$ cat config.mk
export PLATFORM = sky130hd
export DESIGN_NAME = m4i_ctrl
export DESIGN_NICKNAME = d
export VERILOG_FILES = /design/src/rtl/matrix4_inverse_assert.svh /design/src/rtl/m4i_pkg.sv /design/src/rtl/m4i_ctrl.sv
export SDC_FILE = /design/constraint.sdc
export NUM_CORES = 1
export LEC_CHECK = 0
export ABC_AREA = 1
export BUFFER_PORTS_ARGS = -buffer_cell sky130_fd_sc_hd__buf_2
export CORE_MARGIN = 1
export CORE_UTILIZATION = 55
export DETAILED_ROUTE_END_ITERATION = 6
export HOLD_SLACK_MARGIN = 0.15
export PLACE_DENSITY = 0.81
export SETUP_SLACK_MARGIN = 0.4
export SLEW_MARGIN = 20
export SYNTH_ARGS = -nofsm -noshare
export SYNTH_HDL_FRONTEND = slang
export SYNTH_SLANG_ARGS = --single-unit
$ cat constraint.sdc
create_clock -name clk -period 2.7 [get_ports clk]
set_input_delay 0.135 -clock clk [delete_from_list [all_inputs] [get_ports clk]]
set_output_delay 0.135 -clock clk [all_outputs]
set_load 0.005 [all_outputs]
$ cat src/rtl/matrix4_inverse_assert.svh
// ----------------------------------------------------------------------------
// matrix4_inverse assertion macros
// concurrent assertion wrappers, compiled out with ASSERT_OFF
// ----------------------------------------------------------------------------
`ifndef MATRIX4_INVERSE_ASSERT_SVH
`define MATRIX4_INVERSE_ASSERT_SVH

`ifndef ASSERT_OFF
// implication checked on every clock edge outside reset
`define M4I_ASSERT_IMPL(lbl, clk, rst_n, ante, cons, msg) \
    lbl: assert property (@(posedge clk) disable iff (!rst_n) (ante) |-> (cons)) \
        else $error(msg);
// condition that must never be true outside reset
`define M4I_ASSERT_NEVER(lbl, clk, rst_n, cond, msg) \
    lbl: assert property (@(posedge clk) disable iff (!rst_n) !(cond)) \
        else $error(msg);
// next-cycle implication outside reset
`define M4I_ASSERT_NEXT(lbl, clk, rst_n, ante, cons, msg) \
    lbl: assert property (@(posedge clk) disable iff (!rst_n) (ante) |=> (cons)) \
        else $error(msg);
`else
`define M4I_ASSERT_IMPL(lbl, clk, rst_n, ante, cons, msg)
`define M4I_ASSERT_NEVER(lbl, clk, rst_n, cond, msg)
`define M4I_ASSERT_NEXT(lbl, clk, rst_n, ante, cons, msg)
`endif

`endif

$ cat src/rtl/m4i_pkg.sv
// ----------------------------------------------------------------------------
// m4i_pkg
// shared constants, command and status types, cofactor address helpers
// ----------------------------------------------------------------------------
package m4i_pkg;

    localparam int ELEMENT_WIDTH_DEF = 16;
    localparam int OUT_WIDTH_DEF     = 32;
    localparam int ACC_W             = 64;
    localparam int KEEP_SHIFT        = 12;
    localparam int INV_SHIFT         = 16;
    localparam int IDX_W             = 4;
    localparam int TERM_W            = 3;

    typedef logic [IDX_W-1:0]  idx_t;
    typedef logic [ACC_W-1:0]  acc_t;
    typedef logic [TERM_W-1:0] term_t;

    typedef struct packed {
        logic mat_we;
        idx_t mat_waddr;
        logic mat_re;
        idx_t mat_raddr;
        logic cof_re;
        idx_t cof_raddr;
        logic cof_we;
        idx_t cof_waddr;
        logic opa_from_mat;
        logic opa_from_prod;
        logic mul_start;
        logic mul_det;
        logic acc_clr;
        logic acc_add;
        logic acc_sub;
        logic det_we;
        logic div_start;
        logic out_load;
    } dp_cmd_t;

    typedef struct packed {
        logic mul_done;
        logic div_done;
        logic singular;
    } dp_sts_t;

    // column pick of each 3x3 permutation term, slot 0..2
    function automatic logic [1:0] perm_col(input term_t term, input logic [1:0] slot);
        logic [5:0] p;
        case (term)
            3'd0:    p = 6'b00_01_10;
            3'd1:    p = 6'b01_10_00;
            3'd2:    p = 6'b10_00_01;
            3'd3:    p = 6'b00_10_01;
            3'd4:    p = 6'b01_00_10;
            3'd5:    p = 6'b10_01_00;
            default: p = 6'b00_01_10;
        endcase
        case (slot)
            2'd0:    perm_col = p[5:4];
            2'd1:    perm_col = p[3:2];
            default: perm_col = p[1:0];
        endcase
    endfunction

    // element address for adjugate entry cidx, term, slot
    function automatic idx_t term_addr(input idx_t cidx, input term_t term,
                                       input logic [1:0] slot);
        logic [1:0] r;
        logic [1:0] c;
        logic [1:0] s;
        logic [1:0] row;
        logic [1:0] col;
        r   = cidx[3:2];
        c   = cidx[1:0];
        s   = perm_col(term, slot);
        row = slot + {1'b0, (slot >= c)};
        col = s + {1'b0, (s >= r)};
        term_addr = {row, col};
    endfunction

    // odd permutation xor checkerboard sign
    function automatic logic term_neg(input idx_t cidx, input term_t term);
        term_neg = (term >= 3'd3) ^ cidx[2] ^ cidx[0];
    endfunction

endpackage

$ cat src/rtl/m4i_ctrl.sv
// ----------------------------------------------------------------------------
// m4i_ctrl
// sequencer for load, cofactor terms, determinant and per element divide
// ----------------------------------------------------------------------------
module m4i_ctrl (
    input  logic              clk,
    input  logic              rst_n,
    input  logic              in_valid,
    output logic              in_stall,
    output logic              out_valid,
    input  logic              out_stall,
    output logic              last,
    output m4i_pkg::dp_cmd_t  cmd,
    input  m4i_pkg::dp_sts_t  sts
);

    localparam logic [4:0] S_LOAD   = 5'd0;
    localparam logic [4:0] S_T_RD0  = 5'd1;
    localparam logic [4:0] S_T_RD1  = 5'd2;
    localparam logic [4:0] S_T_MUL1 = 5'd3;
    localparam logic [4:0] S_T_W1   = 5'd4;
    localparam logic [4:0] S_T_MUL2 = 5'd5;
    localparam logic [4:0] S_T_W2   = 5'd6;
    localparam logic [4:0] S_COF_WR = 5'd7;
    localparam logic [4:0] S_D_RD   = 5'd8;
    localparam logic [4:0] S_D_MUL  = 5'd9;
    localparam logic [4:0] S_D_W    = 5'd10;
    localparam logic [4:0] S_D_WR   = 5'd11;
    localparam logic [4:0] S_Q_RD   = 5'd12;
    localparam logic [4:0] S_Q_DIV  = 5'd13;
    localparam logic [4:0] S_Q_W    = 5'd14;
    localparam logic [4:0] S_Q_OUT  = 5'd15;

    localparam m4i_pkg::idx_t  IDX_LAST  = '1;
    localparam m4i_pkg::term_t TERM_LAST = 3'd5;

    logic [4:0]     state_reg, state_next;
    m4i_pkg::idx_t  load_reg, load_next;
    m4i_pkg::idx_t  cidx_reg, cidx_next;
    m4i_pkg::term_t term_reg, term_next;
    logic [1:0]     dslot_reg, dslot_next;

    always_comb
    begin
        state_next = state_reg;
        load_next  = load_reg;
        cidx_next  = cidx_reg;
        term_next  = term_reg;
        dslot_next = dslot_reg;
        cmd        = '0;
        in_stall   = 1'b1;
        out_valid  = 1'b0;
        case (state_reg)
            S_LOAD:
            begin
                in_stall = 1'b0;
                if (in_valid)
                begin
                    cmd.mat_we    = 1'b1;
                    cmd.mat_waddr = load_reg;
                    if (load_reg == IDX_LAST)
                    begin
                        load_next   = '0;
                        cidx_next   = '0;
                        term_next   = '0;
                        cmd.acc_clr = 1'b1;
                        state_next  = S_T_RD0;
                    end
                    else
                    begin
                        load_next = load_reg + 1'b1;
                    end
                end
            end
            S_T_RD0:
            begin
                cmd.mat_re    = 1'b1;
                cmd.mat_raddr = m4i_pkg::term_addr(cidx_reg, term_reg, 2'd0);
                state_next    = S_T_RD1;
            end
            S_T_RD1:
            begin
                cmd.mat_re       = 1'b1;
                cmd.mat_raddr    = m4i_pkg::term_addr(cidx_reg, term_reg, 2'd1);
                cmd.opa_from_mat = 1'b1;
                state_next       = S_T_MUL1;
            end
            S_T_MUL1:
            begin
                cmd.mul_start = 1'b1;
                cmd.mat_re    = 1'b1;
                cmd.mat_raddr = m4i_pkg::term_addr(cidx_reg, term_reg, 2'd2);
                state_next    = S_T_W1;
            end
            S_T_W1:
            begin
                if (sts.mul_done)
                begin
                    cmd.opa_from_prod = 1'b1;
                    state_next        = S_T_MUL2;
                end
            end
            S_T_MUL2:
            begin
                cmd.mul_start = 1'b1;
                state_next    = S_T_W2;
            end
            S_T_W2:
            begin
                if (sts.mul_done)
                begin
                    if (m4i_pkg::term_neg(cidx_reg, term_reg))
                    begin
                        cmd.acc_sub = 1'b1;
                    end
                    else
                    begin
                        cmd.acc_add = 1'b1;
                    end
                    if (term_reg == TERM_LAST)
                    begin
                        state_next = S_COF_WR;
                    end
                    else
                    begin
                        term_next  = term_reg + 1'b1;
                        state_next = S_T_RD0;
                    end
                end
            end
            S_COF_WR:
            begin
                cmd.cof_we    = 1'b1;
                cmd.cof_waddr = cidx_reg;
                cmd.acc_clr   = 1'b1;
                term_next     = '0;
                if (cidx_reg == IDX_LAST)
                begin
                    cidx_next  = '0;
                    dslot_next = '0;
                    state_next = S_D_RD;
                end
                else
                begin
                    cidx_next  = cidx_reg + 1'b1;
                    state_next = S_T_RD0;
                end
            end
            S_D_RD:
            begin
                cmd.mat_re    = 1'b1;
                cmd.mat_raddr = {2'b00, dslot_reg};
                cmd.cof_re    = 1'b1;
                cmd.cof_raddr = {dslot_reg, 2'b00};
                state_next    = S_D_MUL;
            end
            S_D_MUL:
            begin
                cmd.mul_start = 1'b1;
                cmd.mul_det   = 1'b1;
                state_next    = S_D_W;
            end
            S_D_W:
            begin
                if (sts.mul_done)
                begin
                    cmd.acc_add = 1'b1;
                    if (dslot_reg == 2'd3)
                    begin
                        state_next = S_D_WR;
                    end
                    else
                    begin
                        dslot_next = dslot_reg + 2'd1;
                        state_next = S_D_RD;
                    end
                end
            end
            S_D_WR:
            begin
                cmd.det_we = 1'b1;
                cidx_next  = '0;
                state_next = S_Q_RD;
            end
            S_Q_RD:
            begin
                cmd.cof_re    = 1'b1;
                cmd.cof_raddr = cidx_reg;
                state_next    = S_Q_DIV;
            end
            S_Q_DIV:
            begin
                if (sts.singular)
                begin
                    cmd.out_load = 1'b1;
                    state_next   = S_Q_OUT;
                end
                else
                begin
                    cmd.div_start = 1'b1;
                    state_next    = S_Q_W;
                end
            end
            S_Q_W:
            begin
                if (sts.div_done)
                begin
                    cmd.out_load = 1'b1;
                    state_next   = S_Q_OUT;
                end
            end
            S_Q_OUT:
            begin
                out_valid = 1'b1;
                if (!out_stall)
                begin
                    if (cidx_reg == IDX_LAST)
                    begin
                        cidx_next  = '0;
                        state_next = S_LOAD;
                    end
                    else
                    begin
                        cidx_next  = cidx_reg + 1'b1;
                        state_next = S_Q_RD;
                    end
                end
            end
            default:
            begin
                state_next = S_LOAD;
            end
        endcase
    end

    always_ff @(posedge clk or negedge rst_n)
    begin
        if (!rst_n)
        begin
            state_reg <= S_LOAD;
            load_reg  <= '0;
            cidx_reg  <= '0;
            term_reg  <= '0;
            dslot_reg <= '0;
        end
        else
        begin
            state_reg <= state_next;
            load_reg  <= load_next;
            cidx_reg  <= cidx_next;
            term_reg  <= term_next;
            dslot_reg <= dslot_next;
        end
    end

    assign last = (state_reg == S_Q_OUT) && (cidx_reg == IDX_LAST);

endmodule

# --- After elaboration in Yosys (flattened, before gate mapping) ---
# Cells that the tools add are included.
word_totals:
  register_bits: 18
  inputBits: 7
  out_inout_bits: 33
  word_cells: 125
classes:
  add_sub_neg: 9
  magnitude_cmp: 7
  n_eq_ne: 33
  n_mux: 58
  n_bitwise: 2
  reduce_logical: 11
op_table:
  columns: ["cell", "n"]
  rows:
  - ["$pmux 5 s16", 1]
  - ["$mux 5", 10]
  - ["$eq 5x4->1 const B", 8]
  - ["$pmux 6 s5", 1]
  - ["$mux 4", 7]
  - ["$eq 5x3->1 const B", 4]
  - ["$ne 2x2->1 const B", 10]
  - ["$pmux 5 s4", 1]
  - ["$mux 1", 18]
  - ["$mux 2", 8]
  - ["$pmux 4 s4", 1]
  - ["$mux 3", 5]
  - ["$eq 5x2->1 const B", 2]
  - ["$pmux 5 s2", 1]
  - ["$pmux 3 s3", 1]
  - ["$add 4x1->4 const B", 2]
  - ["$eq 4x4->1 const B", 2]
  - ["$reduce_and 4->1", 2]
  - ["$reduce_and 7->1", 1]
  - ["$add 2x1->2", 3]
  - ["$eq 3x2->1 const B", 2]
  - ["$eq 3x3->1 const B", 2]
  - ["$ge 2x2->1", 3]
  - ["$pmux 1 s2", 3]
  - ["other kinds (20)", 22]

# --- Depth between registers and ports, before layout ---
# Gate-level depths: netlist of run 1.
depth:
  ltp_word: 6
  mapped_depth: 14
  ltp_nobuf: 14

# --- Worst setup path before layout of run 1 ---
# OpenSTA, ideal clock, no wires.
synth_timing:
  path_type: "register to output"
  startpoint: "register term_reg[2]"
  endpoint: "output cmd[21] in the netlist's numbering"
  arrival_time_ns: 2.088
  t_required_ns: 2.565
  path_slack_ns: 0.477
  stages_incl_launch_ff: 11
  cell_sequence: "dfrtp_1 > inv_1 > ha_1 > o21ai_0 > ha_1 > o21ai_0 > nand2_1 > ha_1 > or2_2 > nand3_1 > nand3_1"
synth_rtl:
  columns: ["element", "line", "source"]
  rows:
  - ["start: declaration", "m4i_ctrl.sv:40", "m4i_pkg::term_t term_reg, term_next;"]
  - ["start signal: assignment", "m4i_ctrl.sv:251", "term_reg <= term_next;"]
  - ["end: declaration", "m4i_ctrl.sv:13", "output m4i_pkg::dp_cmd_t cmd,"]

==> results.json, run 1 <==
{
  "status": "completed",
  "synth_compound_area_share_pct": 10.2,
  "slew_viol_final": 0,
  "crit_fanout": 8,
  "vias": 1981,
  "grt_first_pass_wirelength_um": 7740,
  "fin_crit_ns": 2.58,
  "grt_max_degree": 18,
  "synth_xor_area_share_pct": 1.94,
  "cell_internal_pwr_uw": 701,
  "start_util_pct": 58.7,
  "yosysMostFrequentCell": "nand2_1",
  "cap_viol_max_count": 0,
  "cts.htree.levels": 1,
  "insertedDiodeCount": 0,
  "synth_cell_types": 28,
  "die_width_um": 59.3,
  "ys_seq_area_share_pct": 23.5,
  "core_um2": 3080,
  "setup_viol": 0,
  "register_area_um2": 428,
  "hold_path.class": "in -> reg",
  "yosys.area_share.simple_pct": 39.1,
  "detail_route.iter0.violations": 88,
  "io_pins": 40,
  "worst_hold_slack_ns": 0.234,
  "syn_avg_cell_area_um2": 6.41,
  "cts_root_buf": "clkbuf_4",
  "synth_top_family_by_area": "simple AND/OR/NAND/NOR gates",
  "dp.cells": 365,
  "layout-drive-gt1-share_pct": 32.0,
  "grt_use_total_pct": 29.2,
  "synth.ff_latch_count": 17,
  "finalHoldViolCount": 0,
  "max_freq_mhz": 388,
  "synthArstFlopShare_pct": 100,
  "path_clk_slew_ns": 0.13,
  "criticalPathCategory": "reg -> out",
  "power_uw": 1440,
  "grt_pass1_vias": 1817,
  "multi_input_area_um2": 1380,
  "routed_via_density": 5.24,
  "max-slew-margin-rel_pct": 72.6,
  "synth_area_um2": 1810,
  "ctsLongestPathBuffers": 2,
  "fin_cells": 378,
  "gp_congestion": 0.952,
  "rows": 20,
  "gr-total-overflow": 0,
  "end_kind": "output port",
  "worstPathRequired_ns": 2.57,
  "antenna_found_initial": 0,
  "first_pass_iters": 4,
  "tightest_slew_ns": 0.411,
  "muxShareOfSynthArea_pct": 0,
  "cts_sinks": 17,
  "p_sw_share_pct": 51.5,
  "yosys-top-cells-count": "nand2_1, inv_1, nor2_1",
  "io_buffer_count": 39,
  "die_y_um": 59.3,
  "postRouteAntennaNets": 0,
  "ys_warn_count": 0,
  "insertion_delay_ns": 0.33,
  "p_clk_share_pct": 11.0,
  "yosysTopAreaCell": "dfrtp_1",
  "rsz0062_at_grt": "true",
  "ys.flop_type": "dfrtp_1",
  "routed_wl_um": 4910,
  "p_per_area_nw_per_um2": 613,
  "combPwrFrac_pct": 62.7,
  "crit_arrival_ns": 2.44,
  "finalSetupTns_ns": 0,
  "synthTopCellsByArea": "dfrtp_1, ha_1, nand2_1, inv_1, nor2_1",
  "critPathLaunchType": "flop",
  "netlist_instances": 282,
  "layout.nets": 364,
  "area_growth_pct": 30.2,
  "period_share_pct": 95.5,
  "final.setup_skew_ns": 0.0249,
  "cts_buffers": 3,
  "drc_errors": 0,
  "power_switching_uw": 744,
  "syn_nets": 311,
  "yosysTopAreaCellShare_pct": 23.5,
  "fill_cells": 269,
  "seqPwrFrac_pct": 26.3,
  "synth_edf_count": 0,
  "hpwl_um": 3520,
  "cts_tree": "built",
  "design.die.area_um2": 3520,
  "ir_drop_uv": 545,
  "power_leakage_uw": 0.00120,
  "synthAdderAreaFrac_pct": 15.2,
  "wire_per_inst_um": 13.0
}
[through the flow]
step                      worst slack (ns)  util [%]  cell area, um^2
after floorplan                      0.477         -             1810
after global placement               0.315      66.9             2060
after detailed placement             0.216      66.9             2060
after CTS                            0.164      74.0             2280
after global routing                0.0494      76.5             2350
final                                0.120      76.5             2350
[path summary, 6_finish.rpt]
check,from,endpoint,slack [ns],cells past startpoint
max,term_reg[1],cmd[21],0.12,12
min,sts[0],state_reg[0],0.23,5
max reg2reg,cidx_reg[0],state_reg[3],1.04,8
min reg2reg,cidx_reg[3],cidx_reg[3],0.52,2
max in group asynchronous,rst_n,term_reg[0],2.11,2
min in group asynchronous,rst_n,load_reg[1],0.25,2
[power by group through the flow]
stage | logic (uW) | clock network [uW] | registers (uW)
after floorplan | 574 | 0 | 366
after global placement | 780 | 0 | 380
after detailed placement | 795 | 0 | 381
after CTS | 857 | 157 | 379
after global routing | 1020 | 168 | 390
final | 905 | 159 | 380
[routing by layer]
metal / GRT usage [%] / share of wire [%]
met3: 2.84 / 4.2
met5: 0 / 0
met1: 35.4 / 43
met2: 52.8 / 51
met4: 11.2 / 1.7
[worst max-delay path, cell delays in order, from the launching register on]
cell	delay, ns
dfrtp_2	0.51
inv_2	0.09
ha_4	0.19
buf_6	0.12
o21ai_4	0.18
ha_4	0.23
o21ai_2	0.11
nand2_1	0.07
ha_2	0.18
or2_4	0.23
nand3_2	0.07
nand3_2	0.05
buf_2	0.12
[cell usage in the layout, fill, tap and decap left out, types with 2 or more instances in the layout]
cell type and n:
nand3_1 20, nor3_1 3, dfrtp_1 15, nor2_1 33, dfrtp_2 2, xor2_1 3, nand4_1 2, nand2_4 2
nor2_4 3, buf_2 39, buf_4 4, ha_1 11, buf_6 2, o21ai_2 4, o21ai_1 5, nand2_1 70
o21ai_0 16, clkbuf_4 3, inv_1 36, a21oi_1 2, inv_2 12, nand2_2 9, ha_2 3, dlygate4sd3_1 3
ha_4 8, nor2_2 8, nand3_2 4
[repair_timing]
| action | CTS | global route |
|---|---|---|
| hold endpoints to repair | 19 | 0 |
| pin swaps | 10 | 16 |
| resized for setup | 35 | 16 |
| hold buffers | 3 | 0 |
| setup buffers | 4 | 2 |
| cloned | 0 | 0 |
| setup endpoints to repair | 2 | 2 |
[final cells by class]
type                            count  share of cell area (%)
Multi-Input combinational cell    217                    58.8
Sequential cell                    17                    18.2
Timing Repair Buffer               48                    11.8
Inverter                           48                    7.65
Tap cell                           44                    2.34
Clock buffer                        3                   0.956
Clock inverter                      1                   0.319
[cells by family after synthesis]
group                      after synthesis
adders and majority gates               22
xor gates and xnor gates                 4
AOI/OAI and AO/OA                       34
and+or+nand+nor                        157
buffers and inverters                   48
DFF                                     17
No activity file was read; power rests on OpenSTA's default activity.
==> run 2: changes to the inputs <==
==> constraint.sdc (replaced) <==
create_clock -name clk -period 2.7 [get_ports clk]
set_input_delay 0.54 -clock clk [delete_from_list [all_inputs] [get_ports clk]]
set_output_delay 0.54 -clock clk [all_outputs]
set_load 0.005 [all_outputs]
==> run 2 against run 1 <==
The flow now finishes with violations (negative setup slack). Cell area increased by 0.53%. Wire length is 4.0% higher. Combinational power is 3.8% higher. First-iteration DRC count increased by 59%. Utilization grew 0.41 points. Final cell count is 0.26% higher.
==> results.json, run 2 (synthesized netlist as in run 1, its figures left out) <==
{
  "status": "complete, but fails checks",
  "violations": "negative setup slack",
  "routed_wl_um": 5100,
  "io_pins": 40,
  "period_share_pct": 109,
  "dpl-instance-area_um2": 2140,
  "insertion_delay_ns": 0.30,
  "rows": 20,
  "hpwl_um": 3710,
  "area_growth_pct": 30.9,
  "tightest_slew_ns": 0.399,
  "cts_root_buf": "clkbuf_4",
  "core_um2": 3080,
  "insertedDiodeCount": 0,
  "layout-drive-gt1-share_pct": 33.1,
  "routed_via_density": 5.36,
  "ir_drop_uv": 516,
  "ctsLongestPathBuffers": 2,
  "layout.nets": 365,
  "reg2reg_depth": 8,
  "fin_area_um2": 2370,
  "finalHoldViolCount": 0,
  "rsz0062_at_grt": "true",
  "postRouteAntennaNets": 0,
  "layout_common_cells": "nand2_1, buf_2, inv_1",
  "cts_tree": "built",
  "cts_hold_buf": 0,
  "max-slew-margin-rel_pct": 73.4,
  "cts.htree.levels": 1,
  "layout_commonest_cell": "nand2_1",
  "drc_errors": 0,
  "power_uw": 1470,
  "wire_per_inst_um": 13.5,
  "crit_fanout": 6,
  "final.setup_skew_ns": 0.00244,
  "r2r-start": "cidx_reg[0]",
  "critPathLaunchType": "flop",
  "first_pass_iters": 4,
  "detail_route.iter0.violations": 140,
  "gp_congestion": 0.966,
  "max_freq_mhz": 338,
  "setup_viol": 2,
  "p_per_area_nw_per_um2": 623,
  "hold_path.class": "in -> async",
  "design.die.area_um2": 3520,
  "antenna_found_initial": 0,
  "path_clk_slew_ns": 0.12,
  "reg2reg_to": "dslot_reg[0]",
  "grt_pass1_vias": 1701,
  "vias": 2032,
  "grt_max_degree": 18,
  "end_kind": "output port",
  "gr-total-overflow": 0,
  "crit_arrival_ns": 2.42,
  "cts_sinks": 17,
  "fin_crit_ns": 2.96,
  "die_width_um": 59.3,
  "start_util_pct": 58.7,
  "grt_first_pass_wirelength_um": 7640,
  "die_y_um": 59.3,
  "grt_use_total_pct": 28.8,
  "slew_viol_final": 0,
  "cap_viol_max_count": 0,
  "criticalPathCategory": "reg -> out",
  "worstPathRequired_ns": 2.16,
  "r2r_slack_ns": 1.04,
  "io_buffer_count": 39,
  "finalCoreUtilization_pct": 76.9,
  "power_leakage_uw": 0.00122,
  "finalSetupTns_ns": -0.435,
  "cts_buffers": 3,
  "preCtsSetupSlack_ns": 0.0492,
  "fin_ws_ns": -0.256
}
## run 2: changes by cell type in the layout (fill, tap and decap cells not counted), moves of 3 or more
| cell | delta |
|---|---|
| o21ai_0 | -3 |
| ha_4 | -3 |
| buf_4 | +4 |
| ha_1 | +5 |
| dlygate4sd3_1 | -3 |
| o21ai_1 | +5 |
| nor2_4 | +3 |
| o21ai_2 | -4 |
## run 2: metrics by stage
step	hold WS (ns)	instances
6_report	0.145	379
5_1_grt	0.164	379
4_1_cts	0.160	375
3_5_place_dp	0.484	366
3_3_place_gp	0.469	366
2_1_floorplan	0.244	282
## run 2: layout make-up
| class | count | area [um^2] |
|---|---|---|
| Clock buffer | 4 | 26.3 |
| Sequential cell | 17 | 429 |
| Timing Repair Buffer | 49 | 278 |
| Inverter | 48 | 183 |
| Fill cell | 239 | 711 |
| Tap cell | 44 | 55.1 |
| Multi-Input combinational cell | 217 | 1400 |
## run 2: critical path, cell delays in order (launching register included)
cell,delay [ns]
dfrtp_2,0.48
buf_6,0.15
ha_4,0.15
ha_4,0.15
inv_4,0.07
o21ai_4,0.06
ha_1,0.26
o21ai_1,0.07
nand2_1,0.07
ha_2,0.17
or2_4,0.22
nand3_2,0.06
nand3_2,0.07
buf_2,0.12
## run 2: worst max path at each step
stage | cells after the start | to | slack (ns) | startpoint
floorplan | 11 | cmd[21] | 0.34 | term_reg[1]
global placement | 13 | cmd[20] | 0.15 | term_reg[1]
detailed placement | 14 | cmd[21] | 0.05 | term_reg[1]
CTS | 12 | cmd[20] | -0.16 | term_reg[1]
global route | 12 | cmd[20] | -0.34 | term_reg[1]
finish | 13 | cmd[21] | -0.26 | term_reg[0]
## run 2: power breakdown
part	internal (uW)	total, uW	switching, uW	leakage, uW
Combinational	344	939	596	0.000982
Clock	57.5	151	93.8	0.0000150
Sequential	309	383	74.0	0.000222
## run 2: what timing repair did
item | in CTS | in global routing
endpoints found under the hold margin | 0 | 0
cloned | 0 | 0
setup endpoints to repair | 5 | 9
gates resized for setup | 20 | 18
pin swaps | 14 | 6
setup buffers | 5 | 4
## run 2: metal layers
metal / track usage (%) / vias up / part of all wire (%) / wire (um)
met3: 1.97 / 21 / 6.1 / 309
met2: 48.3 / 73 / 48 / 2430
met1: 39.9 / 940 / 42 / 2160
met4: 7.82 / 0 / 4.1 / 208
met5: 0 / - / 0 / 0
li1: - / 998 / - / -
