===== src/rtl/matrix4_inverse_assert.svh =====
// ----------------------------------------------------------------------------
// matrix4_inverse assertion macros
// concurrent assertion wrappers, compiled out with ASSERT_OFF
// ----------------------------------------------------------------------------
`ifndef MATRIX4_INVERSE_ASSERT_SVH
`define MATRIX4_INVERSE_ASSERT_SVH

`ifndef ASSERT_OFF
// implication checked on every clock edge outside reset
`define M4I_ASSERT_IMPL(lbl, clk, rst_n, ante, cons, msg) \
    lbl: assert property (@(posedge clk) disable iff (!rst_n) (ante) |-> (cons)) \
        else $error(msg);
// condition that must never be true outside reset
`define M4I_ASSERT_NEVER(lbl, clk, rst_n, cond, msg) \
    lbl: assert property (@(posedge clk) disable iff (!rst_n) !(cond)) \
        else $error(msg);
// next-cycle implication outside reset
`define M4I_ASSERT_NEXT(lbl, clk, rst_n, ante, cons, msg) \
    lbl: assert property (@(posedge clk) disable iff (!rst_n) (ante) |=> (cons)) \
        else $error(msg);
`else
`define M4I_ASSERT_IMPL(lbl, clk, rst_n, ante, cons, msg)
`define M4I_ASSERT_NEVER(lbl, clk, rst_n, cond, msg)
`define M4I_ASSERT_NEXT(lbl, clk, rst_n, ante, cons, msg)
`endif

`endif


===== src/rtl/m4i_pkg.sv =====
// ----------------------------------------------------------------------------
// m4i_pkg
// shared constants, command and status types, cofactor address helpers
// ----------------------------------------------------------------------------
package m4i_pkg;

    localparam int ELEMENT_WIDTH_DEF = 16;
    localparam int OUT_WIDTH_DEF     = 32;
    localparam int ACC_W             = 64;
    localparam int KEEP_SHIFT        = 12;
    localparam int INV_SHIFT         = 16;
    localparam int IDX_W             = 4;
    localparam int TERM_W            = 3;

    typedef logic [IDX_W-1:0]  idx_t;
    typedef logic [ACC_W-1:0]  acc_t;
    typedef logic [TERM_W-1:0] term_t;

    typedef struct packed {
        logic mat_we;
        idx_t mat_waddr;
        logic mat_re;
        idx_t mat_raddr;
        logic cof_re;
        idx_t cof_raddr;
        logic cof_we;
        idx_t cof_waddr;
        logic opa_from_mat;
        logic opa_from_prod;
        logic mul_start;
        logic mul_det;
        logic acc_clr;
        logic acc_add;
        logic acc_sub;
        logic det_we;
        logic div_start;
        logic out_load;
    } dp_cmd_t;

    typedef struct packed {
        logic mul_done;
        logic div_done;
        logic singular;
    } dp_sts_t;

    // column pick of each 3x3 permutation term, slot 0..2
    function automatic logic [1:0] perm_col(input term_t term, input logic [1:0] slot);
        logic [5:0] p;
        case (term)
            3'd0:    p = 6'b00_01_10;
            3'd1:    p = 6'b01_10_00;
            3'd2:    p = 6'b10_00_01;
            3'd3:    p = 6'b00_10_01;
            3'd4:    p = 6'b01_00_10;
            3'd5:    p = 6'b10_01_00;
            default: p = 6'b00_01_10;
        endcase
        case (slot)
            2'd0:    perm_col = p[5:4];
            2'd1:    perm_col = p[3:2];
            default: perm_col = p[1:0];
        endcase
    endfunction

    // element address for adjugate entry cidx, term, slot
    function automatic idx_t term_addr(input idx_t cidx, input term_t term,
                                       input logic [1:0] slot);
        logic [1:0] r;
        logic [1:0] c;
        logic [1:0] s;
        logic [1:0] row;
        logic [1:0] col;
        r   = cidx[3:2];
        c   = cidx[1:0];
        s   = perm_col(term, slot);
        row = slot + {1'b0, (slot >= c)};
        col = s + {1'b0, (s >= r)};
        term_addr = {row, col};
    endfunction

    // odd permutation xor checkerboard sign
    function automatic logic term_neg(input idx_t cidx, input term_t term);
        term_neg = (term >= 3'd3) ^ cidx[2] ^ cidx[0];
    endfunction

endpackage


===== src/rtl/m4i_mul.sv =====
// ----------------------------------------------------------------------------
// m4i_mul
// 64 by 64 multiply modulo 2^64 on one shared 32 by 32 multiplier, 3 steps
// ----------------------------------------------------------------------------
module m4i_mul (
    input  logic                clk,
    input  logic                rst_n,
    input  logic                start,
    input  m4i_pkg::acc_t       a,
    input  m4i_pkg::acc_t       b,
    output logic                done,
    output m4i_pkg::acc_t       prod
);

    localparam int AW   = m4i_pkg::ACC_W;
    localparam int HALF = AW / 2;

    m4i_pkg::acc_t a_reg, b_reg, p_reg, p_next;
    logic [1:0]    step_reg, step_next;
    logic          busy_reg, busy_next;
    logic          done_reg, done_next;
    logic [HALF-1:0] x, y;
    logic [AW-1:0]   pp;

    always_comb
    begin
        case (step_reg)
            2'd0:    begin x = a_reg[HALF-1:0];  y = b_reg[HALF-1:0];  end
            2'd1:    begin x = a_reg[HALF-1:0];  y = b_reg[AW-1:HALF]; end
            default: begin x = a_reg[AW-1:HALF]; y = b_reg[HALF-1:0];  end
        endcase
        pp = x * y;
    end

    always_comb
    begin
        step_next = step_reg;
        busy_next = busy_reg;
        done_next = 1'b0;
        p_next    = p_reg;
        if (start)
        begin
            busy_next = 1'b1;
            step_next = 2'd0;
        end
        else if (busy_reg)
        begin
            if (step_reg == 2'd0)
            begin
                p_next = pp;
            end
            else
            begin
                p_next = p_reg + {pp[HALF-1:0], {HALF{1'b0}}};
            end
            step_next = step_reg + 2'd1;
            if (step_reg == 2'd2)
            begin
                busy_next = 1'b0;
                done_next = 1'b1;
            end
        end
    end

    always_ff @(posedge clk or negedge rst_n)
    begin
        if (!rst_n)
        begin
            step_reg <= 2'd0;
            busy_reg <= 1'b0;
            done_reg <= 1'b0;
        end
        else
        begin
            step_reg <= step_next;
            busy_reg <= busy_next;
            done_reg <= done_next;
        end
    end

    always_ff @(posedge clk)
    begin
        if (start)
        begin
            a_reg <= a;
            b_reg <= b;
        end
        p_reg <= p_next;
    end

    assign done = done_reg;
    assign prod = p_reg;

endmodule


===== src/rtl/m4i_div.sv =====
// ----------------------------------------------------------------------------
// m4i_div
// signed 64 bit divide, restoring, one quotient bit per cycle
// ----------------------------------------------------------------------------
module m4i_div (
    input  logic           clk,
    input  logic           rst_n,
    input  logic           start,
    input  m4i_pkg::acc_t  num,
    input  m4i_pkg::acc_t  den,
    output logic           done,
    output logic           neg,
    output m4i_pkg::acc_t  qmag
);

    localparam int AW  = m4i_pkg::ACC_W;
    localparam int CW  = $clog2(AW);

    m4i_pkg::acc_t rem_reg, rem_next;
    m4i_pkg::acc_t quo_reg, quo_next;
    m4i_pkg::acc_t dmag_reg, dmag_next;
    logic          neg_reg, neg_next;
    logic [CW-1:0] cnt_reg, cnt_next;
    logic          busy_reg, busy_next;
    logic          done_reg, done_next;
    logic [AW:0]   trial;
    logic [AW:0]   diff;

    always_comb
    begin
        trial     = {rem_reg, quo_reg[AW-1]};
        diff      = trial - {1'b0, dmag_reg};
        rem_next  = rem_reg;
        quo_next  = quo_reg;
        dmag_next = dmag_reg;
        neg_next  = neg_reg;
        cnt_next  = cnt_reg;
        busy_next = busy_reg;
        done_next = 1'b0;
        if (start)
        begin
            quo_next  = num[AW-1] ? (~num + AW'(1)) : num;
            dmag_next = den[AW-1] ? (~den + AW'(1)) : den;
            neg_next  = num[AW-1] ^ den[AW-1];
            rem_next  = '0;
            cnt_next  = '0;
            busy_next = 1'b1;
        end
        else if (busy_reg)
        begin
            rem_next = diff[AW] ? trial[AW-1:0] : diff[AW-1:0];
            quo_next = {quo_reg[AW-2:0], ~diff[AW]};
            cnt_next = cnt_reg + CW'(1);
            if (cnt_reg == CW'(AW - 1))
            begin
                busy_next = 1'b0;
                done_next = 1'b1;
            end
        end
    end

    always_ff @(posedge clk or negedge rst_n)
    begin
        if (!rst_n)
        begin
            cnt_reg  <= '0;
            busy_reg <= 1'b0;
            done_reg <= 1'b0;
        end
        else
        begin
            cnt_reg  <= cnt_next;
            busy_reg <= busy_next;
            done_reg <= done_next;
        end
    end

    always_ff @(posedge clk)
    begin
        rem_reg  <= rem_next;
        quo_reg  <= quo_next;
        dmag_reg <= dmag_next;
        neg_reg  <= neg_next;
    end

    assign done = done_reg;
    assign neg  = neg_reg;
    assign qmag = quo_reg;

endmodule


===== src/rtl/m4i_datapath.sv =====
// ----------------------------------------------------------------------------
// m4i_datapath
// element and cofactor stores, accumulator, determinant, output registers
// ----------------------------------------------------------------------------
module m4i_datapath #(
    parameter int ELEMENT_WIDTH = m4i_pkg::ELEMENT_WIDTH_DEF,
    parameter int OUT_WIDTH     = m4i_pkg::OUT_WIDTH_DEF
) (
    input  logic                        clk,
    input  logic                        rst_n,
    input  m4i_pkg::dp_cmd_t            cmd,
    output m4i_pkg::dp_sts_t            sts,
    input  logic signed [ELEMENT_WIDTH-1:0] elem_value,
    output logic signed [OUT_WIDTH-1:0] inv_value,
    output logic                        saturated
);

    localparam int AW = m4i_pkg::ACC_W;
    localparam int DEPTH = 1 << m4i_pkg::IDX_W;
    localparam m4i_pkg::acc_t SAT_HI_MAG = (AW'(1) << (OUT_WIDTH - 1)) - AW'(1);
    localparam m4i_pkg::acc_t SAT_LO_MAG = AW'(1) << (OUT_WIDTH - 1);
    localparam logic [OUT_WIDTH-1:0] OUT_HI = {1'b0, {(OUT_WIDTH-1){1'b1}}};
    localparam logic [OUT_WIDTH-1:0] OUT_LO = {1'b1, {(OUT_WIDTH-1){1'b0}}};

    logic [ELEMENT_WIDTH-1:0] mat_store_reg [DEPTH];
    m4i_pkg::acc_t            cof_store_reg [DEPTH];
    logic [ELEMENT_WIDTH-1:0] mat_q_reg;
    m4i_pkg::acc_t            cof_q_reg;
    m4i_pkg::acc_t            opa_reg, opa_next;
    m4i_pkg::acc_t            acc_reg, acc_next;
    m4i_pkg::acc_t            det_reg, det_next;
    logic [OUT_WIDTH-1:0]     out_value_reg, out_value_next;
    logic                     out_sat_reg, out_sat_next;

    m4i_pkg::acc_t mat_ext, mul_a, mul_b, prod, qmag, qneg, qval, kept;
    logic          mul_done, div_done, div_neg, sat;

    assign mat_ext = {{(AW-ELEMENT_WIDTH){mat_q_reg[ELEMENT_WIDTH-1]}}, mat_q_reg};
    assign mul_a   = cmd.mul_det ? mat_ext : opa_reg;
    assign mul_b   = cmd.mul_det ? cof_q_reg : mat_ext;
    // floor to 24 fraction bits
    assign kept    = m4i_pkg::acc_t'($signed(acc_reg) >>> m4i_pkg::KEEP_SHIFT);

    m4i_mul u_mul (
        .clk   (clk),
        .rst_n (rst_n),
        .start (cmd.mul_start),
        .a     (mul_a),
        .b     (mul_b),
        .done  (mul_done),
        .prod  (prod)
    );

    m4i_div u_div (
        .clk   (clk),
        .rst_n (rst_n),
        .start (cmd.div_start),
        .num   (cof_q_reg << m4i_pkg::INV_SHIFT),
        .den   (det_reg),
        .done  (div_done),
        .neg   (div_neg),
        .qmag  (qmag)
    );

    // store memories
    always_ff @(posedge clk)
    begin
        if (cmd.mat_we)
        begin
            mat_store_reg[cmd.mat_waddr] <= elem_value;
        end
        if (cmd.mat_re)
        begin
            mat_q_reg <= mat_store_reg[cmd.mat_raddr];
        end
        if (cmd.cof_we)
        begin
            cof_store_reg[cmd.cof_waddr] <= kept;
        end
        if (cmd.cof_re)
        begin
            cof_q_reg <= cof_store_reg[cmd.cof_raddr];
        end
    end

    always_comb
    begin
        qneg = ~qmag + AW'(1);
        qval = div_neg ? qneg : qmag;
        sat  = div_neg ? (qmag > SAT_LO_MAG) : (qmag > SAT_HI_MAG);

        opa_next = opa_reg;
        if (cmd.opa_from_mat)
        begin
            opa_next = mat_ext;
        end
        else if (cmd.opa_from_prod)
        begin
            opa_next = prod;
        end

        acc_next = acc_reg;
        if (cmd.acc_clr)
        begin
            acc_next = '0;
        end
        else if (cmd.acc_add)
        begin
            acc_next = acc_reg + prod;
        end
        else if (cmd.acc_sub)
        begin
            acc_next = acc_reg - prod;
        end

        det_next = cmd.det_we ? kept : det_reg;

        out_value_next = out_value_reg;
        out_sat_next   = out_sat_reg;
        if (cmd.out_load)
        begin
            if (sts.singular)
            begin
                out_value_next = '0;
                out_sat_next   = 1'b0;
            end
            else if (sat)
            begin
                out_value_next = div_neg ? OUT_LO : OUT_HI;
                out_sat_next   = 1'b1;
            end
            else
            begin
                out_value_next = qval[OUT_WIDTH-1:0];
                out_sat_next   = 1'b0;
            end
        end
    end

    always_ff @(posedge clk or negedge rst_n)
    begin
        if (!rst_n)
        begin
            det_reg <= '0;
        end
        else
        begin
            det_reg <= det_next;
        end
    end

    always_ff @(posedge clk)
    begin
        opa_reg       <= opa_next;
        acc_reg       <= acc_next;
        out_value_reg <= out_value_next;
        out_sat_reg   <= out_sat_next;
    end

    assign sts.mul_done = mul_done;
    assign sts.div_done = div_done;
    assign sts.singular = (det_reg == '0);
    assign inv_value    = out_value_reg;
    assign saturated    = out_sat_reg;

endmodule


===== config.mk =====
export PLATFORM = sky130hd
export DESIGN_NAME = m4i_datapath
export DESIGN_NICKNAME = d
export VERILOG_FILES = /design/src/rtl/matrix4_inverse_assert.svh /design/src/rtl/m4i_pkg.sv /design/src/rtl/m4i_mul.sv /design/src/rtl/m4i_div.sv /design/src/rtl/m4i_datapath.sv
export SDC_FILE = /design/constraint.sdc
export NUM_CORES = 2
export LEC_CHECK = 0
export BUFFER_PORTS_ARGS = -buffer_cell sky130_fd_sc_hd__buf_4
export CAP_MARGIN = 10
export CELL_PAD_IN_SITES_DETAIL_PLACEMENT = 1
export CELL_PAD_IN_SITES_GLOBAL_PLACEMENT = 2
export CORE_MARGIN = 1.5
export CORE_UTILIZATION = 35
export CTS_BUF_LIST = sky130_fd_sc_hd__clkbuf_8 sky130_fd_sc_hd__clkbuf_16
export DETAILED_ROUTE_END_ITERATION = 10
export PLACE_DENSITY = 0.77
export SYNTH_ARGS = -nofsm -noshare
export SYNTH_HDL_FRONTEND = slang
export SYNTH_SLANG_ARGS = --single-unit

===== constraint.sdc =====
create_clock -name clk -period 10.1 [get_ports clk]
set_input_delay 0.505 -clock clk [delete_from_list [all_inputs] [get_ports clk]]
set_output_delay 0.505 -clock clk [all_outputs]
set_load 0.05 [all_outputs]

# ---- Word-level counts from Yosys, hierarchy flattened
# Memory sizes are Yosys's and may differ from the RTL's. A register that Yosys moved wholly into a read port is not among the register bits.
# Index checks and enable logic that the tools add are counted.
dict set report totals {
  register_bits 610
  mem_bits_rw 1280
  wordCells 89
  out_inout_bits 36
  mem_count 2
  inputBits 48
}
# memory words word_bits rd rd_clocked_by_memory_dff write_ports line
set mem_list {}
lappend mem_list {cof_store_reg 16 64 1 1 1 m4i_datapath.sv:26} ;# m4i_pkg::acc_t cof_store_reg [DEPTH];
lappend mem_list {mat_store_reg 16 16 1 1 1 m4i_datapath.sv:25} ;# logic [ELEMENT_WIDTH-1:0] mat_store_reg [DEPTH];
dict set report classes {
  eq_ne 3
  multipliers 1
  n_mux 39
  bitwise 6
  n_addsub 9
  n_lt_le_gt_ge 2
  n_reduce_logical 8
}
# op count
set op_table {}
lappend op_table {{2-to-1 mux 64 bit} 11}
lappend op_table {{2-to-1 mux 32 bit} 5}
lappend op_table {{adder 64 x 1 -> 64 bit (second input constant)} 2}
lappend op_table {{adder 64 bit} 2}
lappend op_table {{NOT 64 bit} 2}
lappend op_table {{subtractor 65 x 64 -> 65 bit} 1}
lappend op_table {{> comparator 64 x 31 -> 1 bit (second input constant)} 1}
lappend op_table {{> comparator 64 x 32 -> 1 bit (second input constant)} 1}
lappend op_table {{logical NOT 64 bit} 1}
lappend op_table {{multiplier 32 x 32 -> 64 bit} 1}
lappend op_table {{subtractor 64 bit} 1}
lappend op_table {{2-to-1 mux 63 bit} 1}
lappend op_table {{adder 32 x 1 -> 32 bit (second input constant)} 1}
lappend op_table {{NOT 32 bit} 1}
lappend op_table {{2-to-1 mux 1 bit} 18}
lappend op_table {{2-to-1 mux 6 bit} 2}
lappend op_table {{nonzero test 2 bit} 4}
lappend op_table {{adder 6 x 1 -> 6 bit (second input constant)} 1}
lappend op_table {{== test 6 bit (second input constant)} 1}
lappend op_table {{2-to-1 mux 2 bit} 2}
lappend op_table {{adder 2 x 1 -> 2 bit (second input constant)} 1}
lappend op_table {{== test 2 x 1 -> 1 bit (second input constant)} 1}
lappend op_table {{== test 2 bit (second input constant)} 1}
lappend op_table {{logical NOT 2 bit} 1}
lappend op_table {{other kinds (4)} 5}

# ---- Longest topological paths before layout
dict set report depth {
  word_depth 6
  mapped_depth 40
  ltp_nobuf 37
}

# ---- Cells and area by module
# Synthesis repeated with hierarchy kept, for this count alone.
dict set report hier_totals {
  cells_unflattened 9354
  hier_area_um2 113720.3
}
# module instances area_each_um2 cells_per_inst seq_area_each_um2
set modules_own_cells {}
lappend modules_own_cells {m4i_datapath 1 58557.4 3487 40208.6}
lappend modules_own_cells {m4i_mul 1 41131.9 4299 5865.6}
lappend modules_own_cells {m4i_div 1 14031.0 1568 5355.1}

# ---- Worst setup path before layout
# No wires, ideal clock.
dict set report synth_path {
  kind {register -> register}
  from {register u_mul.step_reg[0]}
  to {register u_mul.p_reg[63] (netlist: u_mul.prod[63]) (data pin)}
  synth_period_minus_slack_ps 9870
  required_time_ps 9933
  setup_ps 167
  path_slack_ps 230
  arrival_ps 9703
  n_path_buf 3
  stages_incl_launch_ff 39
  path_cell_list {dfrtp_1 -> inv_1 -> ha_1 -> clkbuf_1 -> nor2_1 -> clkbuf_1 -> mux2i_1 -> clkbuf_1 -> nor2_1 -> fa_1 -> fa_1 -> inv_1 -> fa_1 -> fa_1 -> inv_1 -> ha_1 -> ha_1 -> fa_1 -> [3 not listed] -> ha_1 -> a21o_1 -> a21oi_1 -> o21a_1 -> a21oi_1 -> nand2b_1 -> xor2_1 -> ha_1 -> a21o_1 -> a21o_1 -> a21oi_1 -> o21ai_0 -> o21ba_2 -> nor3_1 -> o41ai_1 -> o21ai_0 -> xnor2_1 -> a211oi_1}
}
dict set report synth_via {
  elab_chain_len 6
  word_cells_on_any_way 8
  cone_classes {add/sub: 1; mul: 1; eq/ne: 1; mux: 3; reduce/logical: 2}
}
# element line
set synth_lines {}
lappend synth_lines {{from (decl)} m4i_mul.sv:19} ;# logic [1:0] step_reg, step_next;
lappend synth_lines {{from (signal assigned)} m4i_mul.sv:75} ;# step_reg <= step_next;
lappend synth_lines {{== test 2 x 1 -> 1 bit or logical NOT 2 bit (tied branches)} {m4i_mul.sv:27, m4i_mul.sv:48}}
lappend synth_lines {{OR reduction 2 bit (no line)} -}
lappend synth_lines {{2-to-1 mux 32 bit} m4i_mul.sv:27} ;# case (step_reg)
lappend synth_lines {{multiplier 32 x 32 -> 64 bit} m4i_mul.sv:32} ;# pp = x * y;
lappend synth_lines {{adder 64 bit} m4i_mul.sv:54} ;# p_next = p_reg + {pp[HALF-1:0], {HALF{1'b0}}};
lappend synth_lines {{2-to-1 mux 64 bit *} m4i_mul.sv:48} ;# if (step_reg == 2'd0)
lappend synth_lines {{to (signal assigned)} m4i_mul.sv:88} ;# p_reg <= p_next;
lappend synth_lines {{to (decl)} m4i_mul.sv:18} ;# m4i_pkg::acc_t a_reg, b_reg, p_reg, p_next;
# Mark *: on every way between the ends. The rest lies on a longest branch, timed or not.
# A chain may end at the register's enable or synchronous reset.

# ---- Worst setup path in the final report
dict set report layout_path {
  from {register u_mul.step_reg[1]}
  to {register u_mul.p_reg[62] (netlist: u_mul.prod[62]) (data pin)}
}
# Same word-level chain as after synthesis.

==> out/qor.csv <==
metric,value,unit
status,completed,
"Arr. time, crit path",10.45,ns
DR pass1 iterations,5,
Routed Antenna Nets,0,
mux cell area share after synthesis,9.226,%
drt initial violations,6623,
post-synthesis compound-gate area fraction,7.073,%
Yosys top cell by area,edfxtp_1,
Residual DRC,0,
CTS Root Cell,clkbuf_16,
GRT Total Usage,22.80,%
clk_lat worst skew,0.88,ns
Post-DP HPWL,273800,um
vias per cell,5.454,
initial antenna violation count,28,
Final Max Slew Viols,0,
Syn. warnings,0,
mapped cell area,111900,um^2
synth top area cells,"edfxtp_1, fa_1, mux4_2, ha_1, inv_1",
clock sink total,1754,
io pins,84,
die area,323300,um^2
row count,207,
HP Class,primary input to register,
Worst Tran Pin Value,1.256,ns
max reg flops,832,
M1 GR Usage,31.68,%
post-synthesis adder-cell area fraction,20.89,%
IO buf count,83,
Post-Synth Simple-Gate Area,9.093,%
Worst EP required,10.68,ns
Die H,568.6,um
first-pass GRT wire length,547500,um
final wirelength,369500,um
most frequent cells in the layout,"edfxtp_1, inv_1, nand2_1, fa_1, nor2_1",
TritonCTS Buffers,192,
"FF+latch count, synth",1754,
Yosys cell types,88,
pin count of the biggest net entering global routing,108,
crit-path max cell delay,0.65,ns
final setup violation count,0,
Fmax,101.3,MHz
die extent in x,568.6,um
vias in the first global route,80790,
Hold WS,0.07232,ns
layout cell share with drive strength beyond 1,13.36,%
predominant post-synthesis flop cell,edfxtp_1,
Slew headroom,16.28,%
largest family of logic cells by synthesized area,adder cells,
routed vias,74640,
"EDFF count, synth",1562,
Crit Path Category,register to register,
grt ovf,0,
Nets,10730,
starting density of the core,35.20,%
"most common cell after layout, fill and taps aside",edfxtp_1,
maximum capacitance violations,0,
Setup Skew,0.08067,ns
wire length per cell,27.00,um
"Max stage delay cell, worst path",fa_2,
Cells after Synth,9230,
async set-reset flop share out of synthesis,3.649,%
gp weighted congestion,0.9122,
Max Root-Sink Buffers,4,
CTS tree,yes,
mean post-synth cell area,12.13,um^2
Worst-path clk slew,0.07,ns
most frequent CP cell,fa_1,
most used routing layer,met2,
xor-xnor portion of the synthesized cell area,2.707,%
share of the synthesized area in the top cell type,41.90,%
core area,318100,um^2
grt met3 use,3.215,%
Layout area overhead,12.25,%
fin crit period,9.872,ns
startpoint types,register,
H-Tree Depth,4,
"Max FO, Critical Path",18,
filler cell count,33570,
unrepaired setup endpoints after global routing,true,
sequential element share of the synthesized area,45.62,%
M2 GR Usage,37.34,%
Final Hold Vio Count,0,
crit path capture type,register,
period utilization,97.74,%
## cells in the mapped netlist, drive strengths merged, types with 10 or more instances
| cell | instances |
|---|---|
| edfxtp | 1562 |
| inv | 1131 |
| nand2 | 1025 |
| fa | 899 |
| nor2 | 723 |
| ha | 431 |
| clkbuf | 412 |
| a21oi | 409 |
| mux4 | 340 |
| o21ai | 301 |
| xnor2 | 212 |
| a21o | 152 |
| mux2 | 151 |
| xor2 | 134 |
| dfxtp | 128 |
| mux2i | 97 |
| a211oi | 82 |
| nor3 | 82 |
| and2 | 77 |
| nand3 | 73 |
| a31oi | 69 |
| nand4 | 68 |
| dfrtp | 64 |
| buf | 58 |
| or3 | 54 |
| nor2b | 45 |
| o31ai | 45 |
| nand2b | 43 |
| o21bai | 36 |
| nor4 | 31 |
| and3 | 29 |
| o21a | 27 |
| or4 | 25 |
| o211ai | 17 |
| o41ai | 15 |
| o22a | 14 |
| a41oi | 12 |
| a221oi | 11 |
| or2 | 11 |
| or3b | 10 |
## stage by stage
stage / area [um^2] / utilization [%] / worst slack, ns / setup TNS, ns / instances
after floorplan: 112000 / - / 0.2302 / 0 / 9241
after global placement: 118700 / 37.31 / 0.2450 / 0 / 13300
after detailed placement: 118700 / 37.31 / 0.1756 / 0 / 13300
after CTS: 125100 / 39.34 / 0.1108 / 0 / 13670
after global routing: 125700 / 39.51 / -0.1106 / -0.2680 / 13680
final: 125700 / 39.51 / 0.2280 / 0 / 13690
## logic make-up after synthesis
logic type                 Yosys count
AOI/OAI and AO/OA                 1276
DFF                               1754
xor gates and xnor gates           346
other                                1
buffers and inverters             1603
muxes                              588
and+or+nand+nor                   2332
adders and majority gates         1330
## final timing paths
path	cells past startpoint	startpoint	endpoint	slack [ns]
max	37	u_mul.step_reg[1]	u_mul.prod[62]	0.23
min	4	cmd[3]	acc_reg[1]	0.07
max reg2reg	37	u_mul.step_reg[1]	u_mul.prod[62]	0.23
min reg2reg	2	acc_reg[0]	acc_reg[0]	0.47
max in group asynchronous	3	rst_n	u_div.busy_reg	8.60
min in group asynchronous	2	rst_n	det_reg[26]	0.15
## what timing repair did
| item | in CTS | in global routing |
|---|---|---|
| hold buffers | 20 | 0 |
| endpoints found under the hold margin | 301 | 0 |
| setup buffers | 0 | 7 |
| endpoints found under the setup margin | 0 | 12 |
| gates resized for setup | 0 | 78 |
## routing by layer
layer	vias to the layer above	wire (um)
li1	32240	-
met1	39580	159900
met2	2342	175500
met3	463	23590
met4	16	10450
met5	-	104
## cell type report
class	count	area, um^2	area share, %
Multi-Input combinational cell	5884	55470	44.14
Sequential cell	1754	51070	40.64
Inverter	1133	4253	3.384
Antenna cell	8	20.02	0.01593
Tap cell	4180	5230	4.162
Clock buffer	206	5009	3.986
Clock inverter	135	1237	0.9847
Timing Repair Buffer	385	3369	2.681
## worst max-delay path: cells and delay by family (launching register included)
kind                     cells  cell delay (ns)
flip-flops                   1             0.40
multiplexers                 2             0.41
XOR/XNOR                     2             0.39
AND/OR/NAND/NOR              6             0.75
AO/OA/AOI/OAI                6             1.23
adder cells (fa/ha/maj)     11             5.24
buffers and inverters       10             1.14
Power is left out: the tool's default activity adds up to more than one toggle a clock period on the data nets, which glitch-free logic cannot reach.
